## config.mk

```make
export PLATFORM = sky130hd
export DESIGN_NAME = dlr_front
export DESIGN_NICKNAME = d
export VERILOG_FILES = /design/src/design/dlr_pkg.sv /design/src/design/dlr_front.sv
export SDC_FILE = /design/constraint.sdc
export NUM_CORES = 1
export LEC_CHECK = 0
export ABC_AREA = 0
export BUFFER_PORTS_ARGS = -buffer_cell sky130_fd_sc_hd__buf_2
export CAP_MARGIN = 40
export CORE_UTILIZATION = 49
export DETAILED_ROUTE_END_ITERATION = 8
export GPL_TIMING_DRIVEN = 1
export HOLD_SLACK_MARGIN = 0.02
export PLACE_DENSITY = 0.88
export SETUP_SLACK_MARGIN = 0.1
export SLEW_MARGIN = 25
export SYNTH_ARGS = -nofsm -noshare
export SYNTH_HDL_FRONTEND = slang
export SYNTH_SLANG_ARGS = --single-unit
```

## constraint.sdc

```tcl
create_clock -name clk_i -period 3.3 [get_ports clk_i]
set_input_delay 0.33 -clock clk_i [delete_from_list [all_inputs] [get_ports clk_i]]
set_output_delay 0.33 -clock clk_i [all_outputs]
set_load 0.005 [all_outputs]
```

## src/design/dlr_pkg.sv

```systemverilog
// Shared types and constants of the dithered line rasterizer.
`default_nettype none

package dlr_pkg;

  localparam int ScreenWidthDef  = 400;
  localparam int ScreenHeightDef = 240;

  localparam int CoordW    = 11;
  localparam int DeltaW    = 12;
  localparam int ReadAddrW = 14;
  localparam int ReadDataW = 8;
  localparam int CountW    = 12;
  localparam int InDataW   = 64;
  localparam int OutDataW  = 24;

  localparam int CmdQueueDepth = 2;
  localparam int MaxPending    = 5;

  localparam logic [ReadDataW-1:0] PixelBit = 8'h80;

  typedef enum logic {
    KIND_DRAW,
    KIND_READ
  } kind_e;

  typedef enum logic [1:0] {
    PEN_CLEAR,
    PEN_SET,
    PEN_ODD,
    PEN_EVEN
  } pen_e;

  typedef enum logic [2:0] {
    ST_CLEAR,
    ST_IDLE,
    ST_LOAD,
    ST_READ,
    ST_WRITE,
    ST_RESP
  } back_state_e;

  typedef struct packed {
    kind_e                kind;
    logic [ReadAddrW-1:0] read_address;
    logic                 steep;
    logic                 ystep_neg;
    pen_e                 pen;
    logic [CoordW-1:0]    maj_start;
    logic [CoordW-1:0]    min_start;
    logic [CoordW-1:0]    dx;
    logic [CoordW-1:0]    dy;
  } cmd_t;

endpackage

`default_nettype wire

```

## src/design/dlr_front.sv

```systemverilog
// Front end: accepts beats, turns draw items into ordered line setups and passes read items on.
`default_nettype none

module dlr_front import dlr_pkg::*; (
  input  logic                     clk_i,
  input  logic                     rst_ni,
  input  logic                     clearing_i,
  input  logic                     in_valid_i,
  output logic                     in_ready_o,
  input  logic                     in_kind_i,
  input  logic signed [CoordW-1:0] in_x_start_i,
  input  logic signed [CoordW-1:0] in_y_start_i,
  input  logic signed [CoordW-1:0] in_x_end_i,
  input  logic signed [CoordW-1:0] in_y_end_i,
  input  logic [1:0]               in_pen_mode_i,
  input  logic [ReadAddrW-1:0]     in_read_address_i,
  output logic                     cmd_valid_o,
  input  logic                     cmd_ready_i,
  output cmd_t                     cmd_o
);

  logic                 s1_valid_q, s1_valid_d;
  logic                 s1_kind_q;
  logic [1:0]           s1_pen_q;
  logic [ReadAddrW-1:0] s1_read_address_q;
  logic [CoordW-1:0]    s1_xs_q, s1_ys_q, s1_xe_q, s1_ye_q;
  logic [DeltaW-1:0]    s1_dxr_q, s1_dyr_q;

  logic              accept, push;
  logic [DeltaW-1:0] adx, ady, minor_raw;
  logic              steep, maj_neg;

  assign push        = s1_valid_q && cmd_ready_i;
  assign in_ready_o  = !clearing_i && (!s1_valid_q || cmd_ready_i);
  assign accept      = in_valid_i && in_ready_o;
  assign s1_valid_d  = accept || (s1_valid_q && !push);
  assign cmd_valid_o = s1_valid_q;

  always_ff @(posedge clk_i or negedge rst_ni) begin
    if (!rst_ni) begin
      s1_valid_q <= 1'b0;
    end else begin
      s1_valid_q <= s1_valid_d;
    end
  end

  always_ff @(posedge clk_i) begin
    if (accept) begin
      s1_kind_q         <= in_kind_i;
      s1_pen_q          <= in_pen_mode_i;
      s1_read_address_q <= in_read_address_i;
      s1_xs_q           <= in_x_start_i;
      s1_ys_q           <= in_y_start_i;
      s1_xe_q           <= in_x_end_i;
      s1_ye_q           <= in_y_end_i;
      s1_dxr_q          <= {in_x_end_i[CoordW-1], in_x_end_i}
                         - {in_x_start_i[CoordW-1], in_x_start_i};
      s1_dyr_q          <= {in_y_end_i[CoordW-1], in_y_end_i}
                         - {in_y_start_i[CoordW-1], in_y_start_i};
    end
  end

  always_comb begin
    adx       = s1_dxr_q[DeltaW-1] ? (~s1_dxr_q + DeltaW'(1)) : s1_dxr_q;
    ady       = s1_dyr_q[DeltaW-1] ? (~s1_dyr_q + DeltaW'(1)) : s1_dyr_q;
    steep     = ady > adx;
    maj_neg   = steep ? s1_dyr_q[DeltaW-1] : s1_dxr_q[DeltaW-1];
    minor_raw = steep ? s1_dxr_q : s1_dyr_q;

    cmd_o.kind         = kind_e'(s1_kind_q);
    cmd_o.read_address = s1_read_address_q;
    cmd_o.steep        = steep;
    cmd_o.ystep_neg    = minor_raw[DeltaW-1] ^ maj_neg;
    cmd_o.pen          = pen_e'(s1_pen_q);
    if (steep) begin
      cmd_o.maj_start = maj_neg ? s1_ye_q : s1_ys_q;
      cmd_o.min_start = maj_neg ? s1_xe_q : s1_xs_q;
      cmd_o.dx        = ady[CoordW-1:0];
      cmd_o.dy        = adx[CoordW-1:0];
    end else begin
      cmd_o.maj_start = maj_neg ? s1_xe_q : s1_xs_q;
      cmd_o.min_start = maj_neg ? s1_ye_q : s1_ys_q;
      cmd_o.dx        = adx[CoordW-1:0];
      cmd_o.dy        = ady[CoordW-1:0];
    end
  end

endmodule

`default_nettype wire

```

==> Yosys cells after proc, flatten, opt, wreduce, memory -nomap -nowiden <==
Cells that the tools add are included.
{ "op_classes": {"addsub": 4, "order_cmp": 1, "n_mux": 7, "n_bitwise": 3, "reduce_logical": 9} }
{ "op_table": {"columns": ["cell", "n"], "rows": [
  ["$mux 44", 1],
  ["$mux 12", 3],
  ["$add 12x1->12 const B", 2],
  ["$not 12->12", 2],
  ["$sub 11x11->12", 2],
  ["$mux 11", 2],
  ["$gt 12x12->1", 1],
  ["$logic_and 1x1->1", 4],
  ["$logic_not 1->1", 3],
  ["$logic_or 1x1->1", 2],
  ["$mux 1", 1],
  ["$xor 1x1->1", 1]
]} }
{ "word_totals": {"register_bits": 86, "input_bits": 66, "out_inout_bits": 65, "elab_cells": 34} }

==> Longest topological paths before layout <==
Gate-level depths: netlist of the first run.
{ "logic_depth": {"ltp_word": 7, "ltp_mapped": 14, "mapped_depth_nobuf": 12} }

==> Worst setup path before layout of the first run <==
Ideal clock, no wire load.
{ "synth_timing": {"path_kind": "register to output", "startpoint": "register s1_dyr_q[5]", "endpoint": "output cmd_o[10] (netlist bit)", "t_arrival_ns": 2.828, "required_ns": 2.970, "slack_ns": 0.142, "stages_incl_launch_ff": 13, "n_path_buf": 2, "path_cell_list": "edfxtp_1 > nor4_4 > nand2b_1 > o41ai_2 > xor2_1 > inv_1 > ha_1 > a21oi_1 > a21boi_0 > o41a_1 > buf_6 > buf_12 > mux2i_1"} }
{ "synth_rtl": {"columns": ["item", "line_no", "source"], "rows": [
  ["from (decl)", "dlr_front.sv:27", "logic [DeltaW-1:0] s1_dxr_q, s1_dyr_q;"],
  ["from (signal assigned)", "dlr_front.sv:58", "s1_dyr_q <= {in_y_end_i[CoordW-1], in_y_end_i}"],
  ["to (decl)", "dlr_front.sv:19", "output cmd_t cmd_o"]
]} }

==> impl_metrics.ini, run 1 <==
[power_and_ir_drop]
p_total_mw = 3.63
cellLeakagePower_nw = 3.24
ir_worst_vdd_mv = 0.356
power_density_nw_per_um2 = 503

[die]
io_pins = 131
initial_core_util_pct = 50.7
rows = 38
die_area_sq_um = 11700
core_area_sq_um = 10900
chipHeight_microns = 108
die_w_microns = 108

[timing]
tightestPinTransition_ns = 0.456
setup_tns_ns = -21.49
period_minus_slack_ns = 3.83
period_share_pct = 116
relSlewSlack_pct = 69.1
rsz0062_at_grt = yes
hold_violations = 0
fin_skew_ns = 0.00430
finalMaxSlewViolations = 0
clock.fmax_mhz = 261
setup_slack_ns = -0.529
setup_viol = 45
hold_ws_ns = 0.163

[logic_synthesis]
yosysMostFrequentCell = mux2i_1
synth_area_leaders = edfxtp_1, mux2i_1, ha_1, xor2_1, inv_1
yosys.area.top_type_share_pct = 46.0
async_flop_share_pct = 1.16
yosys_warnings = 0
syn_nets = 570
synth_edf_count = 85
yosysUniqueCellTypes = 57
synth_area_sq_um = 5550
syn_inst = 466
ys_ff_latch = 86
ys_top_cells_by_count = mux2i_1, edfxtp_1, inv_1
synth_area_per_cell_sq_um = 11.9
yosys.area.top_type = edfxtp_1
synth_top_flop_cell = edfxtp_1
yosysSeqAreaShare_pct = 46.5

[final_layout]
syn_to_final_growth_pct = 30.0
seq_area_sq_um = 2580
antenna_cells = 0
num-fill-cells = 818
final_nets = 747
drive_above_1_share_pct = 35.8
final_area_sq_um = 7210
multi_input_area_sq_um = 2830

[critical_path]
critPathMaxFanout = 8
critPathCaptureType = output port
critPathArrivalTime_ns = 3.50
critPathKind = reg -> out
startpoint_type = flop
critPathRequiredTime_ns = 2.97

[detailed_routing]
avgRoutedWirePerCell_microns = 18.1
drt-vias-per-instance = 5.58
num_vias = 4400
drtIter0Drc = 201
drt_pass1_iterations = 5
wirelength_mm = 14.3
drtAntennaViolNets = 0
drc_errors = 0

[place]
dp_hpwl_mm = 10.6
gp_congestion = 0.913
placed_area_sq_um = 6520
port_buffers = 130

[global_routing]
grt-ovfl-total = 0
track_usage_pct = 24.8
grt_pass1_wl_mm = 21.8
grt_pass1_vias = 4548
grt_max_degree = 52
antenna_found_initial = 0

[outcome]
violations = setup timing
status = complete, but fails checks

[flow_run]
drv_cap = 0

[worst_hold_path]
min_path_type = in -> reg

[clocking]
root_buffer = clkbuf_16
clock_latency_ns = 0.34
path_clk_slew_ns = 0.06
cts_max_level = 3
cts_tree = done
clock-sinks = 86
cts_buffers = 9
cts_buffer_depth = 2
-- path summary, 6_finish.rpt --
check,startpoint,end,slack (ns),cells after the start
max in group asynchronous,rst_ni,cmd_valid_o,2.91,2
worst max-delay path,s1_dyr_q[5],cmd_o[39],-0.53,14
worst max register to register,cmd_valid_o,s1_xe_q[0],1.53,3
min in group asynchronous,rst_ni,cmd_valid_o,0.31,2
worst min-delay path,in_read_address_i[6],s1_read_address_q[6],0.16,1
worst min register to register,cmd_valid_o,cmd_valid_o,0.53,1
-- what timing repair did --
item | 4_1_cts | 5_1_grt
endpoints found under the setup margin | 45 | 45
resized for setup | 33 | 5
hold endpoints to repair | 1 | 0
gates cloned | 2 | 0
pin swaps | 16 | 4
hold buffers | 1 | 0
buffers inserted | 14 | 2
-- through the flow --
| step | util (%) | instances | setup slack, ns |
|---|---|---|---|
| final | 65.9 | 788 | -0.529 |
| after global routing | 65.9 | 788 | -0.652 |
| after CTS | 65.7 | 786 | -0.371 |
| after detailed placement | 59.6 | 753 | -0.313 |
| after global placement | 59.4 | 752 | -0.110 |
| after floorplan | - | 466 | 0.142 |
-- cells by family after synthesis --
logic type | Yosys count | synth area share, %
compound gates | 66 | 8.62
mux | 90 | 16.2
flops | 86 | 46.5
buf+inv | 66 | 6.05
xor+xnor | 29 | 4.58
simple gates | 91 | 9.18
fa+ha+maj | 38 | 8.84
-- routing by layer --
metal	vias up	part of all wire [%]	global-route usage, %
met5	-	0	0
met4	0	3.0	10.0
met3	38	6.2	6.15
met2	184	52	46.0
met1	2101	39	26.9
li1	2077	-	-
-- final cells by class --
class / count / share of cell area [%]
sequential: 86 / 35.7
clock inverter: 7 / 1.01
tap: 140 / 2.43
multi-input combinational: 314 / 39.2
inverter: 46 / 2.39
timing repair buffer: 186 / 16.1
clock buffer: 9 / 3.12
-- where the power goes --
part | internal [mW] | switching (mW) | total, mW
Combinational | 0.672 | 0.625 | 1.30
Sequential | 1.28 | 0.0426 | 1.33
Clock | 0.588 | 0.413 | 1.00
-- placed cells by master (no fill, tap or decap), drive strengths merged, types with 2 or more instances in the layout --
| cell | n |
|---|---|
| a211oi | 2 |
| fa | 2 |
| a21o | 3 |
| buf | 185 |
| nand2 | 20 |
| nand2b | 4 |
| nand4 | 4 |
| nand3 | 9 |
| or3 | 3 |
| edfxtp | 85 |
| nor4b | 2 |
| ha | 36 |
| nor2 | 17 |
| nor4 | 3 |
| xnor2 | 9 |
| nand3b | 4 |
| a21oi | 15 |
| o211ai | 2 |
| o41ai | 3 |
| and2 | 2 |
| nor2b | 12 |
| nor3 | 4 |
| mux2i | 90 |
| xor2 | 20 |
| or4 | 3 |
| o21a | 9 |
| inv | 48 |
| o311ai | 4 |
| clkinv | 3 |
| o31a | 2 |
| a211o | 2 |
| o31ai | 2 |
| clkbuf | 9 |
| o21ai | 14 |
-- sequential cells by signal, indices dropped and copies added (netlist names) --
| register | count |
|---|---|
| s1_dyr_q | 12 |
| s1_dxr_q | 12 |
| s1_read_address_q | 14 |
| s1_xs_q | 11 |
| s1_ye_q | 11 |
| s1_ys_q | 11 |
| cmd_valid_o | 1 |
| s1_kind_q | 1 |
| s1_pen_q | 2 |
| s1_xe_q | 11 |
-- worst max-delay path, cell delays in order, from the launching register on --
cell      delay, ns
edfxtp_1       0.43
nor4_4         0.32
buf_4          0.16
nand2_1        0.05
nand2_1        0.12
xor2_2         0.21
inv_1          0.08
ha_1           0.34
a21oi_2        0.15
a21oi_1        0.11
o41a_2         0.51
buf_4          0.16
buf_12         0.15
mux2i_2        0.21
buf_2          0.15
(Power assumes the default switching activity.)
==> run 2: changes to the inputs <==
- CORE_UTILIZATION: 49 -> 50
- PLACE_DENSITY: 0.88 -> 0.86
- clock period: 3.3 -> 4.6 ns (I/O delays scaled with it)
==> run 2 against run 1 <==
  * The run now ends clean
  * First-iteration DRC count shrank 6.0%
  * Combinational power shrank 45%
  * Flip-flop and latch count is the same
  * Critical path type unchanged
  * Critical path depth shrank 2
  * Largest power group unchanged
  * Via count shrank 6.9%
  * Sequential share of layout area grew 4.0 points
  * Non-clock buffer count shrank 48
  * Global-route usage shrank 2.4 points
  * Clock power shrank 50%
==> impl_metrics.ini, run 2 (synthesized netlist as in run 1, its figures left out) <==
[outcome]
status = complete, no violations

[timing]
finalMaxSlewViolations = 0
rsz0062_at_grt = no
fin_skew_ns = 0.00964
hold_violations = 0
period_minus_slack_ns = 4.26
tightestPinTransition_ns = 0.684
setup_viol = 0
setup_slack_ns = 0.337
clock.fmax_mhz = 235
period_share_pct = 92.7
relSlewSlack_pct = 54.4
setup_tns_ns = 0

[detailed_routing]
avgRoutedWirePerCell_microns = 17.0
drc_errors = 0
drt-vias-per-instance = 5.53
num_vias = 4095
drtAntennaViolNets = 0
wirelength_mm = 12.6
drtIter0Drc = 189
drt_pass1_iterations = 4

[critical_path]
startpoint = s1_dyr_q[5]
endpoint = cmd_o[38]
ff2ff_path_depth = 3
reg2reg_slack_ns = 2.75
r2r-end = s1_dyr_q[7]
critPathKind = reg -> out
critPathRequiredTime_ns = 4.14
startpoint_type = flop
critPathArrivalTime_ns = 3.80
critPathMaxFanout = 13
r2r-start = cmd_valid_o
critPathCaptureType = output port

[final_layout]
drive_above_1_share_pct = 26.5
syn_to_final_growth_pct = 16.9
num-fill-cells = 883
final_nets = 699
antenna_cells = 0
max_flop_register = s1_read_address_q
top_regs = s1_read_address_q x14, s1_dxr_q x12, s1_dyr_q x12
mostFrequentLayoutCells = buf_2, mux2i_1, edfxtp_1
largest_reg_flops = 14
layout_commonest_cell = buf_2

[die]
die_area_sq_um = 11500
core_area_sq_um = 10800
die_w_microns = 107
initial_core_util_pct = 51.2
rows = 38
io_pins = 131
chipHeight_microns = 107

[global_routing]
grt_pass1_wl_mm = 19.4
grt_pass1_vias = 4066
antenna_found_initial = 0
grt-ovfl-total = 0
grt_max_degree = 52
track_usage_pct = 22.4

[place]
post-place-ws_ns = 0.326
gp_congestion = 0.949
port_buffers = 130
dp_hpwl_mm = 10.1

[power_and_ir_drop]
power_density_nw_per_um2 = 336
cellLeakagePower_nw = 2.91
ir_worst_vdd_mv = 0.237

[clocking]
clock_latency_ns = 0.36
root_buffer = clkbuf_8
clock-sinks = 86
cts_buffers = 9
cts_tree = done
cts_buffer_depth = 2
path_clk_slew_ns = 0.08
cts_max_level = 3

[worst_hold_path]
min_path_type = in -> reg

[flow_run]
drv_cap = 0
-- run 2: cell count changes in the layout (fill, tap and decap cells not counted), moves of 3 or more --
| cell | previous run | this run |
|---|---|---|
| buf_4 | 50 | 5 |
| mux2i_1 | 80 | 90 |
| clkbuf_16 | 9 | 0 |
| clkbuf_8 | 0 | 9 |
| mux2i_4 | 8 | 0 |
| buf_16 | 3 | 0 |
| ha_1 | 33 | 36 |
| xor2_1 | 17 | 20 |
| xor2_2 | 3 | 0 |
-- run 2: per-stage QoR --
stage          total power [mW]  cell area [sq um]  util (%)  hold slack, ns  instances
2_1_floorplan              1.47               5550         -           0.164        466
3_3_place_gp               1.64               6240      57.6           0.235        720
3_5_place_dp               1.67               6260      57.8           0.238        721
4_1_cts                    2.18               6470      59.6           0.257        738
5_1_grt                    2.29               6480      59.8           0.254        740
6_report                   2.18               6480      59.8           0.273        740
-- run 2: how the worst min path moves through the flow --
| stage | to | cells after the start | start |
|---|---|---|---|
| floorplan | cmd_valid_o | 0 | rst_ni |
| global placement | cmd_valid_o | 1 | rst_ni |
| detailed placement | cmd_valid_o | 1 | rst_ni |
| CTS | s1_pen_q[0] | 1 | in_pen_mode_i[0] |
| global route | s1_read_address_q[13] | 1 | in_read_address_i[13] |
| finish | s1_pen_q[0] | 1 | in_pen_mode_i[0] |
-- run 2: critical path, cell delays in order, from the launching register on --
cell	delay (ns)
edfxtp_1	0.48
nor4_4	0.35
nand2b_1	0.14
o41ai_2	0.31
xor2_1	0.28
inv_1	0.08
ha_1	0.32
nand4_1	0.16
a211oi_1	0.40
o41a_4	0.22
buf_4	0.24
mux2i_1	0.30
buf_2	0.18
-- run 2: report_power, final --
group | switching (mW) | leakage, nW | total, mW | internal (mW)
clock network | 0.258 | 0.0884 | 0.505 | 0.247
registers | 0.0331 | 0.804 | 0.953 | 0.920
logic | 0.380 | 2.02 | 0.720 | 0.340
total | 0.671 | 2.91 | 2.18 | 1.51
-- run 2: cell type report --
cell class | instances | area, sq um | share of cell area [%]
Clock buffer | 11 | 131 | 2.03
Clock inverter | 5 | 50.0 | 0.772
Inverter | 46 | 173 | 2.66
Multi-Input combinational cell | 314 | 2650 | 40.8
Sequential cell | 86 | 2580 | 39.7
Tap cell | 140 | 175 | 2.70
Timing Repair Buffer | 138 | 733 | 11.3
-- run 2: layer usage --
| metal | routed length (microns) | up-vias | track usage, % |
|---|---|---|---|
| li1 | - | 1973 | - |
| met3 | 845 | 24 | 4.78 |
| met2 | 6080 | 187 | 37.8 |
| met5 | 0 | - | 0 |
| met1 | 5300 | 1911 | 27.4 |
| met4 | 329 | 0 | 10.6 |
-- run 2: what timing repair did --
item / CTS / global route
resized for setup: 2 / 1
endpoints found under the setup margin: 30 / 30
buffers inserted: 0 / 2
hold endpoints to repair: 1 / 0
hold buffers: 1 / 0
pin swaps: 0 / 1
