File: src/design/dlr_pkg.sv
// Shared types and constants of the dithered line rasterizer.
`default_nettype none

package dlr_pkg;

  localparam int ScreenWidthDef  = 400;
  localparam int ScreenHeightDef = 240;

  localparam int CoordW    = 11;
  localparam int DeltaW    = 12;
  localparam int ReadAddrW = 14;
  localparam int ReadDataW = 8;
  localparam int CountW    = 12;
  localparam int InDataW   = 64;
  localparam int OutDataW  = 24;

  localparam int CmdQueueDepth = 2;
  localparam int MaxPending    = 5;

  localparam logic [ReadDataW-1:0] PixelBit = 8'h80;

  typedef enum logic {
    KIND_DRAW,
    KIND_READ
  } kind_e;

  typedef enum logic [1:0] {
    PEN_CLEAR,
    PEN_SET,
    PEN_ODD,
    PEN_EVEN
  } pen_e;

  typedef enum logic [2:0] {
    ST_CLEAR,
    ST_IDLE,
    ST_LOAD,
    ST_READ,
    ST_WRITE,
    ST_RESP
  } back_state_e;

  typedef struct packed {
    kind_e                kind;
    logic [ReadAddrW-1:0] read_address;
    logic                 steep;
    logic                 ystep_neg;
    pen_e                 pen;
    logic [CoordW-1:0]    maj_start;
    logic [CoordW-1:0]    min_start;
    logic [CoordW-1:0]    dx;
    logic [CoordW-1:0]    dy;
  } cmd_t;

endpackage

`default_nettype wire

File: src/design/dlr_cmd_fifo.sv
// Short command queue between the front end and the pixel engine.
`default_nettype none

module dlr_cmd_fifo import dlr_pkg::*; (
  input  logic clk_i,
  input  logic rst_ni,
  input  logic push_valid_i,
  output logic push_ready_o,
  input  cmd_t push_cmd_i,
  output logic pop_valid_o,
  input  logic pop_ready_i,
  output cmd_t pop_cmd_o
);

  localparam int PtrW = (CmdQueueDepth > 1) ? $clog2(CmdQueueDepth) : 1;
  localparam int CntW = $clog2(CmdQueueDepth + 1);
  localparam logic [PtrW-1:0] LastPtr = PtrW'(CmdQueueDepth - 1);
  localparam logic [CntW-1:0] FullCnt = CntW'(CmdQueueDepth);

  cmd_t            slot_q [CmdQueueDepth];
  logic [PtrW-1:0] wr_ptr_q, wr_ptr_d, rd_ptr_q, rd_ptr_d;
  logic [CntW-1:0] cnt_q, cnt_d;
  logic            do_push, do_pop;

  assign push_ready_o = cnt_q != FullCnt;
  assign pop_valid_o  = cnt_q != '0;
  assign pop_cmd_o    = slot_q[rd_ptr_q];
  assign do_push      = push_valid_i && push_ready_o;
  assign do_pop       = pop_valid_o && pop_ready_i;

  always_comb begin
    wr_ptr_d = wr_ptr_q;
    rd_ptr_d = rd_ptr_q;
    cnt_d    = cnt_q;
    if (do_push) begin
      wr_ptr_d = (wr_ptr_q == LastPtr) ? '0 : wr_ptr_q + PtrW'(1);
    end
    if (do_pop) begin
      rd_ptr_d = (rd_ptr_q == LastPtr) ? '0 : rd_ptr_q + PtrW'(1);
    end
    case ({do_push, do_pop})
      2'b10:   cnt_d = cnt_q + CntW'(1);
      2'b01:   cnt_d = cnt_q - CntW'(1);
      default: cnt_d = cnt_q;
    endcase
  end

  always_ff @(posedge clk_i or negedge rst_ni) begin
    if (!rst_ni) begin
      wr_ptr_q <= '0;
      rd_ptr_q <= '0;
      cnt_q    <= '0;
    end else begin
      wr_ptr_q <= wr_ptr_d;
      rd_ptr_q <= rd_ptr_d;
      cnt_q    <= cnt_d;
    end
  end

  always_ff @(posedge clk_i) begin
    if (do_push) begin
      slot_q[wr_ptr_q] <= push_cmd_i;
    end
  end

endmodule

`default_nettype wire

File: config.mk
export PLATFORM = sky130hd
export DESIGN_NAME = dlr_cmd_fifo
export DESIGN_NICKNAME = d
export VERILOG_FILES = /design/src/design/dlr_pkg.sv /design/src/design/dlr_cmd_fifo.sv
export SDC_FILE = /design/constraint.sdc
export NUM_CORES = 1
export LEC_CHECK = 0
export ABC_AREA = 0
export BUFFER_PORTS_ARGS = -buffer_cell sky130_fd_sc_hd__buf_2
export CAP_MARGIN = 15
export CORE_MARGIN = 10
export CORE_UTILIZATION = 52
export CTS_CLUSTER_DIAMETER = 50
export DETAILED_ROUTE_END_ITERATION = 8
export PLACE_DENSITY = 0.78
export SETUP_SLACK_MARGIN = 0.05
export SLEW_MARGIN = 5
export SYNTH_ARGS = -nofsm -noshare
export SYNTH_HDL_FRONTEND = slang
export SYNTH_SLANG_ARGS = --single-unit
File: constraint.sdc
create_clock -name clk_i -period 5.51 [get_ports clk_i]
set_clock_uncertainty 0.1 [all_clocks]
set_input_delay 0.551 -clock clk_i [delete_from_list [all_inputs] [get_ports clk_i]]
set_output_delay 0.551 -clock clk_i [all_outputs]
set_load 0.01 [all_outputs]
Yosys cells after proc, flatten, opt, wreduce, memory -nomap -nowiden --
Memories as Yosys holds them, arrays and structs flattened. Index checks and enable logic that the tools add are counted.
Operators by class: add/sub/neg operators 4, reductions and logical operators 4, equal/unequal tests 3, multiplexer cells 5
Operators with widths (number):
- 1-bit two-way mux | 4
- 2-bit case mux with 2 select lines | 1
- 2-bit nonzero test | 2
- 1-bit adder, second input constant | 2
- 2-bit by 1-bit adder with 2-bit output, second input constant | 1
- 2-bit by 1-bit equality test with 1-bit output, second input constant | 1
- 2-bit equality test, second input constant | 1
- 1-bit logical AND | 2
- 2-bit inequality test, second input constant | 1
- 2-bit by 1-bit subtractor with 2-bit output, second input constant | 1
Word-level totals: register bits 4, memories kept 1, word-level logic and storage cells 20, output and inout bits 65, bits in writable memories 126
Memory list:
- slot_q | words 2, width 63, read ports 1, clocked after Yosys merged registers in 0, wr ports 1, RTL line dlr_cmd_fifo.sv:20 | cmd_t slot_q [CmdQueueDepth];

Logic depth before layout (Yosys ltp) --
Gate-level depths: netlist (run 1).
depth in word-level cells 4, mapped depth 6

Worst setup path after synthesis (run 1) --
OpenSTA, ideal clock, no wires.
kind reg2reg, start register cnt_q[0], end memory slot_q[0][0] (netlist bit) (enable), period minus slack after synthesis 3925 ps, library setup time 484 ps, arrival time 3341 ps, stages on the path, launching flop included 4, path slack 1585 ps, path through dfrtp_1 -> nand2b_1 -> nand2_1 -> nor2_1
On the way: longest elaborated chain between the ends 4
Ends and longest elaborated chain:
- start: declaration | RTL line dlr_cmd_fifo.sv:22 | logic [CntW-1:0] cnt_q, cnt_d;
- start signal: assignment | RTL line dlr_cmd_fifo.sv:56 | cnt_q <= cnt_d;
- 2-bit inequality test | RTL line dlr_cmd_fifo.sv:25 | assign push_ready_o = cnt_q != FullCnt;
- named net push_ready_o | RTL line dlr_cmd_fifo.sv:8 | output logic push_ready_o,
- 1-bit logical AND | RTL line dlr_cmd_fifo.sv:28 | assign do_push = push_valid_i && push_ready_o;
- 1-bit two-way mux | RTL line dlr_cmd_fifo.sv:61 | if (do_push) begin
- 1-bit two-way mux (implied by the code) | RTL line dlr_cmd_fifo.sv:62 | slot_q[wr_ptr_q] <= push_cmd_i;
- end: declaration | RTL line dlr_cmd_fifo.sv:20
The timed path passes the listed nets, and every way through them passes these cells.

==> impl_metrics.tcl, run 1 <==
set metrics [dict create \
    cts_setup_buffers 0 \
    syn_inst 213 \
    p_seq_share_pct 41.9 \
    core_mm2 0.00928 \
    drv_cap 0 \
    final_nets 428 \
    clkLatencyLatePin_ns 0.49 \
    p_per_area_mw_per_mm2 556 \
    antennaDiodeCount 0 \
    ys_seq_elements 130 \
    cts_root_buffer "clkbuf_8" \
    fmax_mhz 318 \
    synthTopCellsByCount "126 x edfxtp_1, 59 x mux2_4, 7 x buf_6" \
    dp_slack_ns 2.86 \
    die-area_mm2 0.0139 \
    dp.cells 469 \
    antenna_left 0 \
    final_area_mm2 0.00632 \
    dpl.hpwl_mm 6.48 \
    synthArstFlopShare_pct 3.08 \
    cp_cell_sequence "buf_4 -> mux2_2 -> buf_2" \
    chipWidth_um 118 \
    synth_edf_count 126 \
    period_needed_ns 3.15 \
    synth_ff_type "edfxtp_1" \
    ys_warn_count 0 \
    finalNonFillerCells 502 \
    critPathSlowestCell "dfrtp_4" \
    fin_tns_setup_ns 0 \
    p_int_mw 2.50 \
    power_frac_clock_pct 28.9 \
    grt_max_degree 40 \
    syn_nets 281 \
    finalSetupViolCount 0 \
    leakagePower_nw 2.54 \
    rows 35 \
    yosysTopAreaCellShare_pct 75.8 \
    syn_to_final_growth_pct 26.7 \
    rsz0062_at_grt "false" \
    power_mw 3.51 \
    power_frac_comb_pct 29.2 \
    wl_per_cell_um 18.7 \
    grt_use_total_pct 13.3 \
    clkSlewWorstSetupHoldPaths_ns 0.06 \
    ys_types 14 \
    clk_path_buf_depth 2 \
    cp_top_family "buffers and inverters" \
    synth.avg_cell_area_um2 23.4 \
    gp_congestion 0.708 \
    grt-ovfl-total 0 \
    end_kind "output pin" \
    cp_data_required_time_ns 4.86 \
    crit_buf_inv 2 \
    hold_viol 0 \
    io-pin-count 132 \
    yosysMostFrequentCell "edfxtp_1" \
    die_y_um 118 \
    post-route-period-util_pct 57.1 \
    cts_tree "done" \
    swShare_pct 29.0 \
    grt_pass1_vias 2743 \
    drv_slew 0 \
    cp_max_fo 38 \
    cts_sinks 130 \
    post-route-util_pct 68.1 \
    start_util_pct 53.7 \
    dr.pass1.iters 4 \
    synth-seq-area-share_pct 77.9 \
    drt_wl_total_mm 9.39 \
    setup_ws_ns 2.36 \
    grt_pass1_wl_mm 14.4 \
    antenna_found_initial 2 \
    vias_per_cell 4.81 \
    drc 0 \
    drt_iter0_drc 115 \
    io_buffers 131 \
    synth.top_cells.by_area "edfxtp_1 76%, mux2_4 18%, dfrtp_1 2.0%" \
    drive_gt1_share_pct 62.2 \
    cts.htree.levels 4 \
    syn-cell-area_mm2 0.00499 \
    cp-start-kind "register" \
    status "complete, no violations" \
    tightest_slew_ns 0.752 \
    cp.arrival_ns 2.50 \
    synth_top_area_cell "edfxtp_1" \
    switching_power_mw 1.02 \
    hold_ws_ns 0.137 \
    peakVddDrop_uv 311 \
    post_dp_cell_area_mm2 0.00576 \
    crit_type "register to output pin" \
    slowest_delay_ns 0.75 \
    routed-via-count 2414 \
    maxSlewHeadroom_pct 49.7 \
    cts_buffers 17 \
    hold_class "input pin to register" \
]
routing by layer:
layer | global-route usage [%] | vias up | wire [µm] | share of wire, %
li1 | - | 1137 | - | -
met1 | 13.8 | 1187 | 3670 | 39
met2 | 23.1 | 76 | 4990 | 53
met3 | 6.04 | 10 | 630 | 6.7
met4 | 4.64 | 4 | 76 | 0.81
met5 | 0 | - | 22 | 0.23
worst paths after layout:
check                                startpoint                      end  slack [ns]  cells past startpoint
min reg2reg                cnt_q[1]$_DFFE_PN0P_     cnt_q[1]$_DFFE_PN0P_        0.40                      1
max in group asynchronous                rst_ni     rd_ptr_q$_DFFE_PN0P_        4.87                      2
min in group asynchronous                rst_ni     wr_ptr_q$_DFFE_PN0P_        0.31                      2
max reg2reg                cnt_q[0]$_DFFE_PN0P_   slot_q[0][1]$_DFFE_PP_        3.12                      4
min                              push_cmd_i[39]  slot_q[0][39]$_DFFE_PP_        0.14                      1
max                        rd_ptr_q$_DFFE_PN0P_            pop_cmd_o[50]        2.36                      3
cell usage in the layout, fill, tap and decap left out, types with 2 or more instances in the layout:
cell,synthesis,layout
clkinvlp_4,0,6
buf_2,0,131
buf_4,0,3
clkbuf_16,0,16
xor2_1,2,2
clkinv_4,0,2
mux2_2,4,4
xnor2_1,3,3
inv_6,0,4
dfrtp_1,4,3
edfxtp_1,126,126
mux2_4,59,59
area by class of cell:
class / instances / area, µm²
clock inverters: 14 / 133
well taps: 129 / 161
clock buffers: 18 / 418
multi-input cells: 76 / 1030
fillers: 652 / 2960
flip-flops and latches: 130 / 3890
repair buffers: 135 / 688
cell families (layout without fill, tap and decap cells):
group | Yosys count | count (layout) | synth area share (%)
DFF | 130 | 130 | 77.9
xor gates and xnor gates | 5 | 5 | 0.878
muxes | 63 | 63 | 18.7
adders and majority gates | 1 | 1 | 0.251
and+or+nand+nor | 7 | 7 | 0.778
buffers and inverters | 7 | 167 | 1.58
sequential cells by signal, indices dropped and copies added (netlist names):
register  flops
wr_ptr_q      1
slot_q      126
rd_ptr_q      1
cnt_q         2
timing repair:
item                                    CTS  global route
endpoints found under the hold margin     4             0
endpoints found under the setup margin    0             0
resized for setup                         0             0
hold buffers                              1             0
power groups by stage:
stage          clock network [mW]  registers [mW]  logic, mW
4_1_cts                      1.04            1.48       1.06
3_5_place_dp                    0            1.49       1.05
6_report                     1.01            1.47       1.03
5_1_grt                      1.08            1.50       1.11
3_3_place_gp                    0            1.48       1.04
2_1_floorplan                   0            1.43      0.788
Power figures use the tool's default switching activity.
==> inputs of run 2 (changes only) <==
--- a/config.mk
+++ b/config.mk
@@ -5,14 +5,14 @@
 export SDC_FILE = /design/constraint.sdc
 export NUM_CORES = 1
 export LEC_CHECK = 0
-export ABC_AREA = 0
+export ABC_AREA = 1
 export BUFFER_PORTS_ARGS = -buffer_cell sky130_fd_sc_hd__buf_2
 export CAP_MARGIN = 15
 export CORE_MARGIN = 10
-export CORE_UTILIZATION = 52
+export CORE_UTILIZATION = 47
 export CTS_CLUSTER_DIAMETER = 50
 export DETAILED_ROUTE_END_ITERATION = 8
-export PLACE_DENSITY = 0.78
+export PLACE_DENSITY = 0.75
 export SETUP_SLACK_MARGIN = 0.05
 export SLEW_MARGIN = 5
 export SYNTH_ARGS = -nofsm -noshare
==> constraint.sdc (replaced) <==
create_clock -name clk_i -period 2.5 [get_ports clk_i]
set_clock_uncertainty 0.1 [all_clocks]
set_input_delay 0.25 -clock clk_i [delete_from_list [all_inputs] [get_ports clk_i]]
set_output_delay 0.25 -clock clk_i [all_outputs]
set_load 0.01 [all_outputs]
==> impl_metrics.tcl, run 2 <==
set metrics [dict create \
    cp_max_fo 64 \
    antenna_found_initial 0 \
    dr.pass1.iters 6 \
    rsz0062_at_grt "false" \
    cp_data_required_time_ns 2.15 \
    period_needed_ns 2.17 \
    start_util_pct 48.9 \
    rows 36 \
    ys_seq_elements 130 \
    synth-seq-area-share_pct 80.2 \
    vias_per_cell 4.57 \
    grt_pass1_vias 3353 \
    power_mw 7.47 \
    final_nets 637 \
    hold_class "input pin to register" \
    drv_cap 0 \
    cts_root_buffer "clkbuf_8" \
    dpl.hpwl_mm 6.78 \
    tightest_slew_ns 0.680 \
    gp_congestion 0.728 \
    critPathSlowestCell "buf_4" \
    chipWidth_um 122 \
    hold_depth 2 \
    syn_to_final_growth_pct 39.8 \
    yosysMostFrequentCell "nand2_1" \
    die_y_um 122 \
    synth_ff_type "edfxtp_1" \
    drt_wl_total_mm 10.9 \
    top_register "slot_q" \
    ys_types 16 \
    ys_warn_count 0 \
    end_kind "output pin" \
    synth_edf_count 126 \
    cp-start-kind "register" \
    ff2ff_path_depth 5 \
    layout_commonest_cell "nand2_1" \
    reg_top3 "slot_q (126), cnt_q (2)" \
    synthTopCellsByCount "197 x nand2_1, 126 x edfxtp_1, 6 x buf_2, 6 x clkbuf_8, 6 x inv_1" \
    hold_viol 0 \
    synth.top_cells.by_area "edfxtp_1 78%, nand2_1 15%, dfrtp_1 2.1%" \
    cts_tree "done" \
    min-delay-start "push_cmd_i[57]" \
    status "complete, no violations" \
    synth.avg_cell_area_um2 13.5 \
    cp_common_cell "nand2_1" \
    leakagePower_nw 2.94 \
    setup_ws_ns 0.335 \
    grt-ovfl-total 0 \
    crit_buf_inv 2 \
    yosysTopAreaCellShare_pct 78.1 \
    syn_nets 426 \
    clk_path_buf_depth 2 \
    drive_gt1_share_pct 28.7 \
    dp.cells 616 \
    crit_type "register to output pin" \
    cp_cell_sequence "buf_4 -> nand2_1 -> nand2_1 -> buf_2" \
    peakVddDrop_uv 665 \
    dp_slack_ns 0.857 \
    cts_sinks 130 \
    syn-cell-area_mm2 0.00484 \
    drv_slew 0 \
    grt_max_degree 65 \
    core_mm2 0.00991 \
    cts_buffers 17 \
    grt_pass1_wl_mm 17.2 \
    nFillCells 683 \
    cts.htree.levels 4 \
    finalSetupViolCount 0 \
    fin_tns_setup_ns 0 \
    layout_common_cells "197 x nand2_1, 131 x buf_2, 126 x edfxtp_1" \
    r2r-start "cnt_q[0]$_DFFE_PN0P_" \
    cts_setup_buffers 0 \
    synth_top_area_cell "edfxtp_1" \
    min_to "slot_q[1][57]$_DFFE_PP_" \
    die-area_mm2 0.0148 \
    synthArstFlopShare_pct 3.08 \
    p_per_area_mw_per_mm2 1100 \
    cp_top_family "buffers and inverters" \
    worst-r2r-setup-slack_ns 0.88 \
    grt_use_total_pct 14.9 \
    largest_register_ffs 126 \
    antenna_left 0 \
    cts_resized 0 \
    io-pin-count 132 \
    clkSlewWorstSetupHoldPaths_ns 0.05 \
    io_buffers 131 \
    syn_inst 358 \
    post-route-util_pct 68.3 \
    wl_per_cell_um 15.3 \
    slowest_delay_ns 0.54 \
    maxSlewHeadroom_pct 54.6 \
    fmax_mhz 462 \
    clkLatencyLatePin_ns 0.50 \
    post-route-period-util_pct 86.6 \
    drc 0 \
    routed-via-count 3266 \
    drt_iter0_drc 218 \
    cp.arrival_ns 1.82 \
    finalNonFillerCells 715 \
    r2r-end "slot_q[0][2]$_DFFE_PP_" \
    cts-hold-fix-buffers 67 \
]
-- run 2: worst max path at each step --
stage	start	end	cells past startpoint
finish	rd_ptr_q$_DFFE_PN0P_	pop_cmd_o[50]	4
detailed placement	rd_ptr_q$_DFFE_PN0P_	pop_cmd_o[52]	4
floorplan	cnt_q[0]$_DFFE_PN0P_	slot_q[1][0]$_DFFE_PP_	4
global route	rd_ptr_q$_DFFE_PN0P_	pop_cmd_o[3]	4
CTS	rd_ptr_q$_DFFE_PN0P_	pop_cmd_o[62]	4
global placement	rd_ptr_q$_DFFE_PN0P_	pop_cmd_o[44]	4
-- run 2: cell type report --
type,instances,area (µm²),area share (%)
inverters,7,26.3,0.388
flip-flops and latches,130,3880,57.4
clock inverters,8,40.0,0.591
well taps,133,166,2.46
clock buffers,23,437,6.45
multi-input cells,208,821,12.1
repair buffers,205,1390,20.6
diodes,1,2.50,0.0370
-- run 2: cell families after synthesis --
kind of cell    count (synthesis)  synth area share [%]
fa+ha+maj                       1                 0.258
simple gates                  205                  16.2
buf+inv                        20                  3.02
flops                         130                  80.2
compound gates                  1                 0.103
xor+xnor                        1                 0.181
-- run 2: where the power goes --
group	leakage (nW)	internal [mW]	total (mW)	switching (mW)
clock	0.234	1.19	1.98	0.786
sequential	1.22	2.98	3.11	0.127
combinational	1.49	0.824	2.39	1.56
total	2.94	5.00	7.47	2.48
-- run 2: stage by stage --
stage,hold slack (ns),instance area (µm²)
3_3_place_gp,-0.0268,5620
6_report,0.373,6770
5_1_grt,0.357,6770
3_5_place_dp,-0.0225,5620
2_1_floorplan,-0.146,4850
4_1_cts,0.349,6770
-- run 2: routing by layer --
layer	wire length (µm)	up-vias	track usage, %
met5	0	-	0
met4	165	0	5.96
met3	886	17	6.28
met2	5450	114	24.8
met1	4430	1509	16.7
li1	-	1626	-
==> inputs of run 3 (changes only) <==
--- a/config.mk
+++ b/config.mk
@@ -12,7 +12,7 @@
 export CORE_UTILIZATION = 47
 export CTS_CLUSTER_DIAMETER = 50
 export DETAILED_ROUTE_END_ITERATION = 8
-export PLACE_DENSITY = 0.75
+export PLACE_DENSITY = 0.76
 export SETUP_SLACK_MARGIN = 0.05
 export SLEW_MARGIN = 5
 export SYNTH_ARGS = -nofsm -noshare
==> impl_metrics.tcl, run 3 (synthesis results as in run 2) <==
set metrics [dict create \
    status "complete, no violations" \
    crit_type "register to output pin" \
    cp_data_required_time_ns 2.15 \
    hold_viol 0 \
    core_mm2 0.00991 \
    grt_pass1_wl_mm 18.8 \
    cts_root_buffer "clkbuf_8" \
    cp.arrival_ns 1.89 \
    wl_per_cell_um 16.4 \
    cts_setup_buffers 0 \
    dpl.hpwl_mm 7.12 \
    drt_iter0_drc 229 \
    critPathSlowestCell "dfrtp_2" \
    routed-via-count 3421 \
    syn_to_final_growth_pct 41.4 \
    swShare_pct 32.8 \
    chipWidth_um 122 \
    cp-start-kind "register" \
    peakVddDrop_uv 721 \
    die-area_mm2 0.0148 \
    drc 0 \
    fmax_mhz 446 \
    fin_tns_setup_ns 0 \
    antenna_found_initial 0 \
    finalSetupViolCount 0 \
    antennaDiodeCount 0 \
    vias_per_cell 4.78 \
    slowest_delay_ns 0.56 \
    cts.htree.levels 4 \
    drive_gt1_share_pct 29.6 \
    layout_common_cells "197 x nand2_1, 131 x buf_2, 126 x edfxtp_1" \
    rsz0062_at_grt "false" \
    tightest_slew_ns 0.539 \
    cp_max_fo 31 \
    drv_slew 0 \
    grt-ovfl-total 0 \
    p_seq_share_pct 40.2 \
    power_frac_comb_pct 29.9 \
    end_kind "output pin" \
    grt_max_degree 41 \
    io_buffers 131 \
    grt_use_total_pct 16.5 \
    p_int_mw 5.29 \
    reg_top3 "slot_q (126), cnt_q (2)" \
    drt_wl_total_mm 11.7 \
    dr.pass1.iters 4 \
    p_per_area_mw_per_mm2 1150 \
    period_needed_ns 2.24 \
    cts_sinks 130 \
    top_register "slot_q" \
    power_frac_clock_pct 29.8 \
    switching_power_mw 2.58 \
    leakagePower_nw 2.98 \
    rows 36 \
    maxSlewHeadroom_pct 64.1 \
    final_nets 638 \
    die_y_um 122 \
    layout_commonest_cell "nand2_1" \
    antenna_left 0 \
    gp_congestion 0.723 \
    post-route-period-util_pct 89.6 \
    cp_cell_sequence "inv_2 -> buf_4 -> nand2_1 -> nand2_1 -> buf_2" \
    start_util_pct 48.9 \
    nFillCells 683 \
    grt_pass1_vias 3754 \
    clkSlewWorstSetupHoldPaths_ns 0.06 \
    io-pin-count 132 \
    power_mw 7.86 \
    hold_class "input pin to register" \
    clk_path_buf_depth 2 \
    drv_cap 0 \
    cts_tree "done" \
    clkLatencyLatePin_ns 0.51 \
    cp_common_cell "nand2_1" \
    cts_buffers 17 \
    largest_register_ffs 126 \
]
-- run 3: changes by cell type in the layout (fill, tap and decap cells not counted), sizes merged --
cell      delta
bufinv       +3
buf          +1
clkinvlp     +1
diode        -1
clkbuf       -4
-- run 3: final cells by class --
| type | count | area, µm² | area share [%] |
|---|---|---|---|
| Timing Repair Buffer | 206 | 1390 | 20.2 |
| Clock buffer | 19 | 422 | 6.16 |
| Tap cell | 133 | 166 | 2.43 |
| Sequential cell | 130 | 3880 | 56.7 |
| Multi-Input combinational cell | 208 | 821 | 12.0 |
| Inverter | 7 | 26.3 | 0.384 |
| Clock inverter | 12 | 141 | 2.06 |
-- run 3: final timing paths --
path | cells past startpoint | to | startpoint | slack (ns)
max reg2reg | 5 | slot_q[1][3]$_DFFE_PP_ | cnt_q[0]$_DFFE_PN0P_ | 0.78
max | 5 | pop_cmd_o[26] | rd_ptr_q$_DFFE_PN0P_ | 0.26
min reg2reg | 1 | cnt_q[0]$_DFFE_PN0P_ | cnt_q[0]$_DFFE_PN0P_ | 0.42
max in group asynchronous | 3 | rd_ptr_q$_DFFE_PN0P_ | rst_ni | 1.56
min in group asynchronous | 3 | rd_ptr_q$_DFFE_PN0P_ | rst_ni | 0.55
min | 2 | slot_q[0][29]$_DFFE_PP_ | push_cmd_i[29] | 0.35
-- run 3: stage by stage --
step | instance area (µm²) | hold WS (ns) | worst slack (ns) | std cells | utilization [%]
after floorplan | 4850 | -0.146 | 0.399 | 358 | -
after global placement | 5610 | -0.0368 | 0.814 | 617 | 56.7
after detailed placement | 5610 | -0.0359 | 0.785 | 617 | 56.7
after CTS | 6850 | 0.325 | 0.220 | 715 | 69.1
after global routing | 6850 | 0.345 | 0.0925 | 715 | 69.1
final | 6850 | 0.352 | 0.259 | 715 | 69.1
-- run 3: timing repair --
item,in CTS,in global routing
hold endpoints to repair,132,0
setup endpoints to repair,0,0
gates resized for setup,0,0
hold buffers,67,0
-- run 3: per-layer routing --
metal / GRT usage (%) / vias to the layer above / wire (µm)
met2: 28.3 / 139 / 6020
met4: 6.18 / 0 / 177
met5: 0 / - / 0
met3: 7.17 / 23 / 984
li1: - / 1629 / -
met1: 17.6 / 1630 / 4560
-- run 3: power groups by stage --
stage               Clock [mW]  Combinational, mW  Sequential, mW
finish                    2.35               2.35            3.16
global route              2.49               2.64            3.21
CTS                       2.38               2.39            3.16
detailed placement           0               2.29            3.20
global placement             0               2.25            3.18
floorplan                    0               1.44            3.13
-- run 3: worst max-delay path: cells and delay by family, from the launching register on --
| family | cells | cell delay, ns |
|---|---|---|
| buf+inv | 3 | 0.57 |
| flops | 1 | 0.56 |
| simple gates | 2 | 0.22 |
